File: src/hdl/rrp_pkg.sv
// Shared types and constants for the receive ring read pointer engine.
package rrp_pkg;

  localparam logic [16:0] RING_BASE  = 17'd8192;
  localparam logic [15:0] HDR_BYTES  = 16'd4;
  localparam logic [15:0] CRC_BYTES  = 16'd4;
  localparam logic [15:0] CAPR_BIAS  = 16'h10;
  localparam int          ROK_BIT    = 0;
  localparam int          QUEUE_DEPTH = 2;
  localparam int          QPTR_W     = $clog2(QUEUE_DEPTH);
  localparam int          QCNT_W     = $clog2(QUEUE_DEPTH + 1);

  localparam logic REG_RING_SIZE = 1'b0;

  typedef enum logic [1:0] {
    RES_OK      = 2'd0,
    RES_NO_ROK  = 2'd1,
    RES_BAD_LEN = 2'd2
  } rrp_res_t;

  typedef struct packed {
    rrp_res_t    res;
    logic [15:0] off;
    logic [15:0] len;
    logic        wrap;
    logic [16:0] split;
    logic [16:0] next;
  } rrp_entry_t;

endpackage

File: src/hdl/rrp_front.sv
// Front end: classifies each header request and advances the read offset.
module rrp_front (
  input  logic                clk,
  input  logic                rst,
  input  logic                accept,
  input  logic [1:0]          ring_size_index,
  input  logic [15:0]         header_status,
  input  logic [15:0]         packet_length,
  input  logic                first_of_interrupt,
  output rrp_pkg::rrp_entry_t entry
);
  import rrp_pkg::*;

  logic [16:0] read_offset;
  logic [16:0] read_offset_next;
  logic [16:0] ring;
  logic [15:0] off_eff;
  logic [16:0] hdr_end;
  logic [17:0] pkt_end;
  logic        wrap;
  logic [16:0] split;
  logic [16:0] rem;
  logic [16:0] next_raw;
  logic [16:0] next_al;
  logic        rok_fail;
  logic        len_bad;
  rrp_res_t    res;

  always_comb begin
    ring     = RING_BASE << ring_size_index;
    off_eff  = (read_offset >= ring) ? 16'd0 : read_offset[15:0];
    hdr_end  = {1'b0, off_eff} + {1'b0, HDR_BYTES};
    pkt_end  = {1'b0, hdr_end} + {2'b00, packet_length};
    wrap     = pkt_end > {1'b0, ring};
    split    = ring - hdr_end;
    rem      = {1'b0, packet_length} - split;
    next_raw = wrap ? rem : pkt_end[16:0];
    next_al  = (next_raw + 17'd3) & ~17'd3;
    rok_fail = first_of_interrupt && !header_status[ROK_BIT];
    len_bad  = (packet_length <= CRC_BYTES) || ({1'b0, packet_length} > ring);
    if (rok_fail) begin
      res = RES_NO_ROK;
    end else if (len_bad) begin
      res = RES_BAD_LEN;
    end else begin
      res = RES_OK;
    end
    entry.res   = res;
    entry.off   = off_eff;
    entry.len   = packet_length;
    entry.wrap  = wrap;
    entry.split = split;
    entry.next  = next_al;
    read_offset_next = (accept && res == RES_OK) ? next_al : read_offset;
  end

  always_ff @(posedge clk) begin
    if (rst) begin
      read_offset <= '0;
    end else begin
      read_offset <= read_offset_next;
    end
  end

endmodule

File: src/hdl/rrp_queue.sv
// Short queue of classified requests between front and back end.
module rrp_queue (
  input  logic                clk,
  input  logic                rst,
  input  logic                wr,
  input  rrp_pkg::rrp_entry_t wr_data,
  input  logic                rd,
  output rrp_pkg::rrp_entry_t rd_data,
  output logic                full,
  output logic                empty
);
  import rrp_pkg::*;

  rrp_entry_t        slots [QUEUE_DEPTH];
  logic [QPTR_W-1:0] wr_ptr;
  logic [QPTR_W-1:0] rd_ptr;
  logic [QCNT_W-1:0] count;
  logic              do_wr;
  logic              do_rd;

  assign full    = count == QCNT_W'(QUEUE_DEPTH);
  assign empty   = count == '0;
  assign do_wr   = wr && !full;
  assign do_rd   = rd && !empty;
  assign rd_data = slots[rd_ptr];

  always_ff @(posedge clk) begin
    if (do_wr) begin
      slots[wr_ptr] <= wr_data;
    end
  end

  always_ff @(posedge clk) begin
    if (rst) begin
      wr_ptr <= '0;
      rd_ptr <= '0;
      count  <= '0;
    end else begin
      if (do_wr) begin
        wr_ptr <= (wr_ptr == QPTR_W'(QUEUE_DEPTH - 1)) ? '0 : wr_ptr + 1'b1;
      end
      if (do_rd) begin
        rd_ptr <= (rd_ptr == QPTR_W'(QUEUE_DEPTH - 1)) ? '0 : rd_ptr + 1'b1;
      end
      count <= count + QCNT_W'(do_wr) - QCNT_W'(do_rd);
    end
  end

endmodule

File: src/hdl/rrp_back.sv
// Back end: builds copy segments and CAPR, holds the result register.
module rrp_back (
  input  logic                clk,
  input  logic                rst,
  input  logic                q_empty,
  input  rrp_pkg::rrp_entry_t q_data,
  output logic                q_rd,
  input  logic                pop,
  output logic                empty,
  output logic [1:0]          result_status,
  output logic [15:0]         first_copy_offset,
  output logic [15:0]         first_copy_length,
  output logic [15:0]         second_copy_length,
  output logic [15:0]         second_copy_dest,
  output logic [15:0]         payload_length,
  output logic                wrapped,
  output logic [15:0]         capr_value
);
  import rrp_pkg::*;

  logic        out_valid;
  logic        load;
  logic        ok;
  logic [15:0] pay;
  logic [16:0] rem;
  logic        crc_only;
  logic [15:0] c_off, c_len1, c_len2, c_dest, capr;

  assign load  = !q_empty && (!out_valid || pop);
  assign q_rd  = load;
  assign empty = !out_valid;

  always_comb begin
    ok       = q_data.res == RES_OK;
    pay      = q_data.len - CRC_BYTES;
    rem      = {1'b0, q_data.len} - q_data.split;
    crc_only = rem <= {1'b0, CRC_BYTES};
    c_off    = q_data.off + HDR_BYTES;
    capr     = q_data.next[15:0] - CAPR_BIAS;
    c_dest   = '0;
    c_len2   = '0;
    c_len1   = pay;
    if (q_data.wrap) begin
      c_dest = q_data.split[15:0];
      if (!crc_only) begin
        c_len1 = q_data.split[15:0];
        c_len2 = pay - q_data.split[15:0];
      end
    end
  end

  always_ff @(posedge clk) begin
    if (rst) begin
      out_valid <= 1'b0;
    end else if (load) begin
      out_valid <= 1'b1;
    end else if (pop) begin
      out_valid <= 1'b0;
    end
  end

  always_ff @(posedge clk) begin
    if (load) begin
      result_status      <= q_data.res;
      first_copy_offset  <= ok ? c_off  : '0;
      first_copy_length  <= ok ? c_len1 : '0;
      second_copy_length <= ok ? c_len2 : '0;
      second_copy_dest   <= ok ? c_dest : '0;
      payload_length     <= ok ? pay    : '0;
      wrapped            <= ok && q_data.wrap;
      capr_value         <= ok ? capr   : '0;
    end
  end

endmodule

File: src/hdl/rx_ring_read_pointer_engine.sv
// Top level: config register, front end, request queue and back end.
// An accepted request is written into the queue, then loaded into the result register.
// Throughput: one request per cycle while the queue is not full; the read offset is
// registered in the front end; the two-entry queue and result register absorb stalls.
// Reset: read offset 0, ring size index 1, queue and result register empty.
module rx_ring_read_pointer_engine (
  input  logic        clk,
  input  logic        rst,
  input  logic        push,
  output logic        full,
  input  logic [15:0] header_status,
  input  logic [15:0] packet_length,
  input  logic        first_of_interrupt,
  output logic        empty,
  input  logic        pop,
  output logic [1:0]  result_status,
  output logic [15:0] first_copy_offset,
  output logic [15:0] first_copy_length,
  output logic [15:0] second_copy_length,
  output logic [15:0] second_copy_dest,
  output logic [15:0] payload_length,
  output logic        wrapped,
  output logic [15:0] capr_value,
  input  logic        psel,
  input  logic        penable,
  input  logic        pwrite,
  input  logic [2:0]  paddr,
  input  logic [31:0] pwdata,
  output logic [31:0] prdata,
  output logic        pready
);
  import rrp_pkg::*;

  logic       [1:0] ring_size_index;
  logic             accept;
  logic             q_rd;
  logic             q_empty;
  rrp_entry_t       f_entry;
  rrp_entry_t       q_data;

  assign pready = 1'b1;
  assign accept = push && !full;
  assign prdata = (paddr[2] == REG_RING_SIZE) ? {30'd0, ring_size_index} : 32'd0;

  always_ff @(posedge clk) begin
    if (rst) begin
      ring_size_index <= 2'd1;
    end else if (psel && penable && pwrite && pready && paddr[2] == REG_RING_SIZE) begin
      ring_size_index <= pwdata[1:0];
    end
  end

  rrp_front u_front (
    .clk                (clk),
    .rst                (rst),
    .accept             (accept),
    .ring_size_index    (ring_size_index),
    .header_status      (header_status),
    .packet_length      (packet_length),
    .first_of_interrupt (first_of_interrupt),
    .entry              (f_entry)
  );

  rrp_queue u_queue (
    .clk     (clk),
    .rst     (rst),
    .wr      (push),
    .wr_data (f_entry),
    .rd      (q_rd),
    .rd_data (q_data),
    .full    (full),
    .empty   (q_empty)
  );

  rrp_back u_back (
    .clk                (clk),
    .rst                (rst),
    .q_empty            (q_empty),
    .q_data             (q_data),
    .q_rd               (q_rd),
    .pop                (pop),
    .empty              (empty),
    .result_status      (result_status),
    .first_copy_offset  (first_copy_offset),
    .first_copy_length  (first_copy_length),
    .second_copy_length (second_copy_length),
    .second_copy_dest   (second_copy_dest),
    .payload_length     (payload_length),
    .wrapped            (wrapped),
    .capr_value         (capr_value)
  );

endmodule
File: config.mk
export PLATFORM = sky130hd
export DESIGN_NAME = rx_ring_read_pointer_engine
export DESIGN_NICKNAME = d
export VERILOG_FILES = /design/src/hdl/rrp_pkg.sv /design/src/hdl/rrp_front.sv /design/src/hdl/rrp_queue.sv /design/src/hdl/rrp_back.sv /design/src/hdl/rx_ring_read_pointer_engine.sv
export SDC_FILE = /design/constraint.sdc
export NUM_CORES = 1
export LEC_CHECK = 0
export BUFFER_PORTS_ARGS = -buffer_cell sky130_fd_sc_hd__buf_2
export CORE_MARGIN = 10
export CORE_UTILIZATION = 52
export CTS_CLUSTER_DIAMETER = 150
export DETAILED_ROUTE_END_ITERATION = 6
export GPL_TIMING_DRIVEN = 0
export PLACE_DENSITY = 0.82
export SYNTH_ARGS = -nofsm -noshare
export SYNTH_HDL_FRONTEND = slang
export SYNTH_SLANG_ARGS = --single-unit
export TNS_END_PERCENT = 5
File: constraint.sdc
create_clock -name clk -period 7.85 [get_ports clk]
set_clock_uncertainty 0.1 [all_clocks]
set_input_delay 0.3925 -clock clk [delete_from_list [all_inputs] [get_ports clk]]
set_output_delay 0.3925 -clock clk [all_outputs]
set_load 0.05 [all_outputs]
==> results of run 1 <==
==> layout make-up <==
class | instances | area share
flip-flops and latches | 240 | 0.430
well taps | 341 | 0.0263
inverters | 66 | 0.0154
plain buffers | 74 | 0.0282
multi-input cells | 934 | 0.409
clock buffers | 26 | 0.0368
clock inverters | 13 | 0.00848
repair buffers | 132 | 0.0460
==> worst min path at each step <==
stage	startpoint	to	slack [ps]	depth (start not counted)
after global routing	pwdata[1]	ring_size_index[1]$_SDFFE_PP0P_	50	3
final	pwdata[1]	ring_size_index[1]$_SDFFE_PP0P_	10	3
after global placement	u_back.out_valid$_SDFFE_PP0P_	u_back.out_valid$_SDFFE_PP0P_	380	2
after detailed placement	u_front.read_offset[16]$_SDFFE_PP0P_	u_front.read_offset[16]$_SDFFE_PP0P_	410	2
after floorplan	u_back.out_valid$_SDFFE_PP0P_	u_back.out_valid$_SDFFE_PP0P_	370	2
after CTS	pwdata[1]	ring_size_index[1]$_SDFFE_PP0P_	8	3
==> worst max-delay path: cells and delay by family (launching register included) <==
kind | cells | cell delay, ps
AO/OA/AOI/OAI | 10 | 2330
XOR/XNOR | 1 | 210
adder cells (fa/ha/maj) | 4 | 1110
buffers and inverters | 3 | 420
flip-flops | 1 | 340
multiplexers | 2 | 600
AND/OR/NAND/NOR | 11 | 2330
==> cell usage after synthesis (4+ instances only) <==
master	count	area, sq um
or2_2	5	31.3
or3_1	9	56.3
o21bai_1	4	30.0
a21o_1	17	128
nor2_1	135	507
o21ai_1	6	30.0
nand4_1	7	43.8
clkbuf_1	15	56.3
mux2_2	18	203
a211o_1	7	61.3
o211ai_1	10	75.1
edfxtp_1	217	6520
xnor2_1	62	543
o31ai_1	8	60.1
nor4_1	6	37.5
mux2i_1	64	641
nand4b_1	5	43.8
nor3b_1	12	90.1
ha_1	81	1010
o21a_1	18	135
nand3_1	28	140
buf_2	12	60.1
a22oi_1	12	90.1
a21oi_1	51	255
o21ai_0	34	170
and2_1	25	156
dfxtp_1	23	460
inv_1	65	244
and3_1	8	50.1
nand2_1	60	225
nor2b_1	19	119
xor2_1	44	385
a2111oi_0	4	35.0
buf_4	37	278
a211oi_1	5	37.5
or4_1	6	45.0
a31oi_1	7	43.8
a21boi_0	4	30.0
nor3_1	45	225
nand2b_1	21	131
buf_1	7	26.3
==> state kept, by name (all words and copies together), names as in the netlist, named ones only <==
signal and flops:
u_queue.wr_ptr 1, u_back.payload_length 16, u_back.second_copy_length 16, u_back.capr_value 14
u_back.first_copy_offset 14, u_queue.slots 124, u_queue.rd_ptr 1, u_queue.count 2
u_back.wrapped 1, ring_size_index 2, u_back.second_copy_dest 14, u_back.first_copy_length 16
u_back.out_valid 1, u_front.read_offset 15, u_back.result_status 2
==> power groups by stage <==
| stage | combinational [mW] | sequential, mW | clock, mW |
|---|---|---|---|
| after floorplan | 1.52 | 2.90 | 0 |
| after global placement | 3.00 | 2.10 | 0 |
| after detailed placement | 3.11 | 2.08 | 0 |
| after CTS | 3.15 | 2.05 | 1.10 |
| after global routing | 3.39 | 2.09 | 1.15 |
| final | 3.17 | 2.05 | 1.09 |
==> layer usage <==
layer / vias to the layer above / global-route usage / routed length [microns]
met5: - / 0 / 9
met4: 2 / 0.0744 / 1210
met3: 91 / 0.0230 / 2330
met2: 424 / 0.369 / 18100
met1: 5005 / 0.242 / 14200
li1: 4979 / - / -
==> cells by family (layout without fill, tap and decap cells) <==
group	count (synthesis)	count (layout)	share of synthesized area
AND/OR/NAND/NOR	404	404	0.143
multiplexers	83	83	0.0613
XOR/XNOR	106	106	0.0658
adder cells (fa/ha/maj)	82	82	0.0732
other	2	37	0.000532
buffers and inverters	140	311	0.0499
flip-flops	240	240	0.494
AO/OA/AOI/OAI	222	222	0.112
==> repair_timing <==
| item | CTS | global route |
|---|---|---|
| endpoints found under the setup margin | 37 | 37 |
| buffers inserted | 3 | 1 |
| endpoints found under the hold margin | 0 | 0 |
| cloned | 0 | 0 |
| pin swaps | 1 | 3 |
| resized for setup | 7 | 14 |
==> results.md, run 1 <==
* Outcome: complete, no violations
* Sw Ratio at 0.452
* Die area at 0.0341 sq mm
* Routed Antenna Nets at 0
* Critical path destination: u_front.read_offset[4]$_SDFFE_PP0P_
* Final hold vios at 0
* Critical Path Max Stage Delay at 430 ps
* Worst-Margin Slew at 846 ps
* Warnings, synthesis at 0
* Height of the chip at 185 microns
* Max VDD drop at 208 uV
* Post-detail-place hpwl at 27.5 mm
* Final Core Density at 0.605
* WL/cell at 19.7 microns
* Pre-CTS worst setup slack at -496 ps
* Netlist cell types at 74
* Critical Path RT at 8150 ps
* Avg Cell Area, Syn at 11.0 sq um
* I/O Pins at 209
* Post-route cell area at 0.0162 sq mm
* Leak at 6.57 nW
* Area of the multi-input gates at 0.00663 sq mm
* Crit-path slowest cell: or3_1
* Global route overflow at 0
* Longest Clk Path Bufs at 3
* Initial DRC count at 923
* DR pass1 iterations at 5
* Drc violations at 0
* Top FF cell, synth: edfxtp_1
* Maxcap violations at 0
* Layout area overhead at 15.0%
* Final worst path period need at 7550 ps
* Worst Path Arrival at 7850 ps
* Fin nets at 1628
* Async set-reset flop share out of synthesis at 0
* Vias in the first global route at 10300
* Via count at 10500
* Gpl congestion at 0.948
* Mapped Area at 0.0141 sq mm
* CP Launch Type: register
* Crit path launch: ring_size_index[0]$_SDFFE_PP1P_
* Setup WS post-layout at 298 ps
* Core ar. at 0.0268 sq mm
* Clock sink count at 240
* Sw power at 2.85 mW
* Placement-stage cell area at 0.0154 sq mm
* Register area share after synthesis at 0.494
* H-tree lvl count at 1
* CTS Hold Bufs at 0
* Setup Total Neg Slack at 0 ps
* Initial cell density of the core at 0.527
* R2R Setup Slk at 300 ps
* Total routed wirelength at 35.9 mm
* Critical setup path kind: register to register
* Most frequent cells in the layout: edfxtp_1, buf_2, nor2_1
* Final setup viols at 0
* Share of power burned in registers at 0.325
* Fillers at 2088
* Clock slew at reported path FFs at 60 ps
* Reg2reg start: ring_size_index[0]$_SDFFE_PP1P_
* FF+latch count, synth at 240
* Power density cells at 389 mW/mm^2
* Slew Limit Fails at 0
* Register-to-Register Path Depth at 31
* FF+latch area at 0.00698 sq mm
* Port-buffer cells at 124
* Max Fanout on Critical Path at 10
* Share of layout cells above drive strength 1 at 0.187
* Worst hold slack at 11.0 ps
* Power consumption at 6.31 mW
* Power share of the clock group at 0.172
* Commonest non-fill, non-tap cell in the layout: edfxtp_1
* Max Freq at 0.132 GHz
* Num rows at 60
* CTS Buf Count at 23
* Pint at 3.46 mW
* Root Buffer Master: clkbuf_16
* Initial antenna violation count at 1
* Die width at 185 microns
* Placed cells at 1783
* Cells after synthesis at 1279
* EDFF count, synth at 217
* # diodes at 0
* Total track usage at 0.204
* Largest net degree at the start of global routing at 74
* Relative max-transition margin at 0.436
* Final Cycle Share at 0.962
* Vias per Instance at 5.75
* Hold WC Path Type: input port to register
* First-pass GRT wire length at 55.3 mm
* CTS tree: done
* Non-filler cells, final at 1826
* Worst R2R End: u_front.read_offset[4]$_SDFFE_PP0P_
* Clock Latency Late Sink at 530 ps
* Setup crit end kind: register
* Comb pwr share at 0.502
Note: power is estimated with default switching activity, not from simulation.
==> inputs of run 2 (changes only) <==
--- a/config.mk
+++ b/config.mk
@@ -7,11 +7,11 @@
 export LEC_CHECK = 0
 export BUFFER_PORTS_ARGS = -buffer_cell sky130_fd_sc_hd__buf_2
 export CORE_MARGIN = 10
-export CORE_UTILIZATION = 52
+export CORE_UTILIZATION = 50
 export CTS_CLUSTER_DIAMETER = 150
 export DETAILED_ROUTE_END_ITERATION = 6
 export GPL_TIMING_DRIVEN = 0
-export PLACE_DENSITY = 0.82
+export PLACE_DENSITY = 0.79
 export SYNTH_ARGS = -nofsm -noshare
 export SYNTH_HDL_FRONTEND = slang
 export SYNTH_SLANG_ARGS = --single-unit
==> constraint.sdc (replaced) <==
create_clock -name clk -period 7.85 [get_ports clk]
set_clock_uncertainty 0.1 [all_clocks]
set_input_delay 0.3925 -clock clk [delete_from_list [all_inputs] [get_ports clk]]
set_output_delay 0.3925 -clock clk [all_outputs]
set_load 0.01 [all_outputs]
==> run 2 against run 1 <==
  * Sequential power barely moved
  * Largest cell class unchanged
  * Utilization shrank 2.0 points
  * Via count down 1.8%
  * First-iteration DRC count fell by 8.7%
  * Critical path type unchanged
  * Final area is 0.29% higher
  * Hold slack gained 8.5 ps
  * Combinational power decreased by 24%
  * Highest routed layer is now met4
  * Clock-buffer cell count increased by 5
  * Flip-flop and latch count stayed put
==> results.md, run 2 (synthesis results as in run 1) <==
* Layout area overhead at 15.3%
* DR pass1 iterations at 5 (unchanged)
* Height of the chip at 188 microns (+1.8%)
* Largest net degree at the start of global routing at 73 (-1.4%)
* Worst hold slack at 19.5 ps (+8.47 ps)
* # diodes at 0 (unchanged)
* Commonest non-fill, non-tap cell in the layout: edfxtp_1
* Setup crit end kind: register
* Global route overflow at 0 (unchanged)
* Root Buffer Master: clkbuf_16
* Placement-stage cell area at 0.0154 sq mm (+0.15%)
* Via count at 10300 (-1.8%)
* Max reg flops at 124 (unchanged)
* Total track usage at 0.194 (-0.00971)
* CTS tree: done
* Core ar. at 0.0278 sq mm (+3.7%)
* First-pass GRT wire length at 56.0 mm (+1.2%)
* I/O Pins at 209 (unchanged)
* Gpl congestion at 0.974 (+2.7%)
* Worst-Margin Slew at 888 ps (+41.5 ps)
* Max Fanout on Critical Path at 11 (+1)
* WL/cell at 18.8 microns (-4.2%)
* Relative max-transition margin at 0.408 (-0.0277)
* Met3 usage at 0.0295 (+0.00646)
* Critical setup path kind: register to register
* Maxcap violations at 0 (unchanged)
* Post-detail-place hpwl at 27.3 mm (-1.0%)
* Vias per Instance at 5.53 (-3.8%)
* Die width at 188 microns (+1.8%)
* Fin nets at 1628 (unchanged)
* R2R Setup Slk at 340 ps (+40 ps)
* Initial antenna violation count at 0 (-1)
* Share of layout cells above drive strength 1 at 0.189 (+0.00189)
* Drc violations at 0 (unchanged)
* Most frequent cells in the layout: edfxtp_1, buf_2, nor2_1
* Outcome: complete, no violations
* Crit-path slowest cell: or3_1
* M2 GR Usage at 0.341 (-0.0285)
* Post-route cell area at 0.0163 sq mm (+0.29%)
* Max Freq at 0.133 GHz (+0.59%)
* Final hold vios at 0 (unchanged)
* CTS Buf Count at 24 (+4.3%)
* Non-filler cells, final at 1864 (+2.1%)
* Initial DRC count at 843 (-8.7%)
* Busiest grt layer: met2
* CTS Hold Bufs at 0 (unchanged)
* H-tree lvl count at 1 (unchanged)
* Placed cells at 1819 (+2.0%)
* Final setup viols at 0 (unchanged)
* Final Cycle Share at 0.956 (-0.00560)
* Clock sink count at 240 (unchanged)
* Leak at 6.58 nW (about the same)
* Routed Antenna Nets at 0 (unchanged)
* Worst Path Arrival at 7680 ps (-170 ps)
* Power density cells at 341 mW/mm^2 (-12%)
* Initial cell density of the core at 0.508 (-0.0186)
* Num rows at 61 (+1.7%)
* Die area at 0.0353 sq mm (+3.6%)
* Slew Limit Fails at 0 (unchanged)
* Clock Latency Late Sink at 520 ps (about the same)
* Met1 Track Usage GR at 0.240 (-0.00253)
* Port-buffer cells at 124 (unchanged)
* Hold WC Path Type: input port to register
* RSZ-0062 raised after global routing: true
* Vias in the first global route at 10200 (-0.97%)
* Longest Clk Path Bufs at 3 (unchanged)
* Final worst path period need at 7510 ps (-43.9 ps)
* Reg with most FFs: u_queue.slots
* Max VDD drop at 162 uV (-22%)
* Critical Path Max Stage Delay at 430 ps (about the same)
* Total routed wirelength at 35.1 mm (-2.3%)
* CP Launch Type: register
* Final Core Density at 0.586 (-0.0197)
* Critical Path RT at 8020 ps (-130 ps)
* Clock slew at reported path FFs at 60 ps (about the same)
## run 2: cell count changes in the layout (fill, tap and decap cells not counted), sizes merged
cell	delta
clkbuf	+4
clkinvlp	-1
bufinv	-1
clkinv	-1
## run 2: path summary, 6_finish.rpt
kind                                                       from                               to  cells after the start
worst max register to register  ring_size_index[0]$_SDFFE_PP1P_    u_queue.slots[0][1]$_DFFE_PP_                     30
worst max-delay path            ring_size_index[0]$_SDFFE_PP1P_    u_queue.slots[0][1]$_DFFE_PP_                     30
worst min-delay path                                  pwdata[1]  ring_size_index[1]$_SDFFE_PP0P_                      3
worst min register to register      u_queue.rd_ptr$_SDFFE_PP0P_      u_queue.rd_ptr$_SDFFE_PP0P_                      2
## run 2: cell type report
cell class	count	area, sq um
sequential	240	6980
clock buffer	31	647
fill	2309	11500
buffer	74	457
multi-input combinational	934	6660
inverter	66	250
clock inverter	10	95.1
timing repair buffer	131	718
tap	378	473
## run 2: per-stage QoR
| step | total power, mW | setup WS, ps | setup TNS [ps] |
|---|---|---|---|
| after CTS | 5.55 | 4.59 | 0 |
| after floorplan | 3.69 | 894 | 0 |
| final | 5.54 | 342 | 0 |
| after detailed placement | 4.45 | -497 | -11160 |
| after global placement | 4.38 | -398 | -8650 |
| after global routing | 5.90 | -91.8 | -662 |
## run 2: what timing repair did
item,4_1_cts,5_1_grt
setup buffers,2,2
setup endpoints to repair,38,62
gates resized for setup,7,18
pin swaps,1,3
## run 2: critical path, delay by kind of cell (launching register included)
kind                       cells  cell delay, ps
xor gates and xnor gates       2             320
buffers and inverters          4             770
DFF                            1             350
muxes                          1             270
adders and majority gates      4            1170
AOI/OAI and AO/OA              9            2030
and+or+nand+nor               10            2230
## run 2: where the power goes
part           internal (mW)  switching (mW)
Sequential              1.93           0.121
Combinational          0.910            1.51
Clock                  0.617           0.458
## run 2: layer usage
metal / routed length [microns] / vias up / share of wire
met5: 0 / - / 0
met3: 2210 / 52 / 0.063
met4: 840 / 0 / 0.024
li1: - / 4982 / -
met1: 14400 / 4918 / 0.41
met2: 17600 / 355 / 0.50
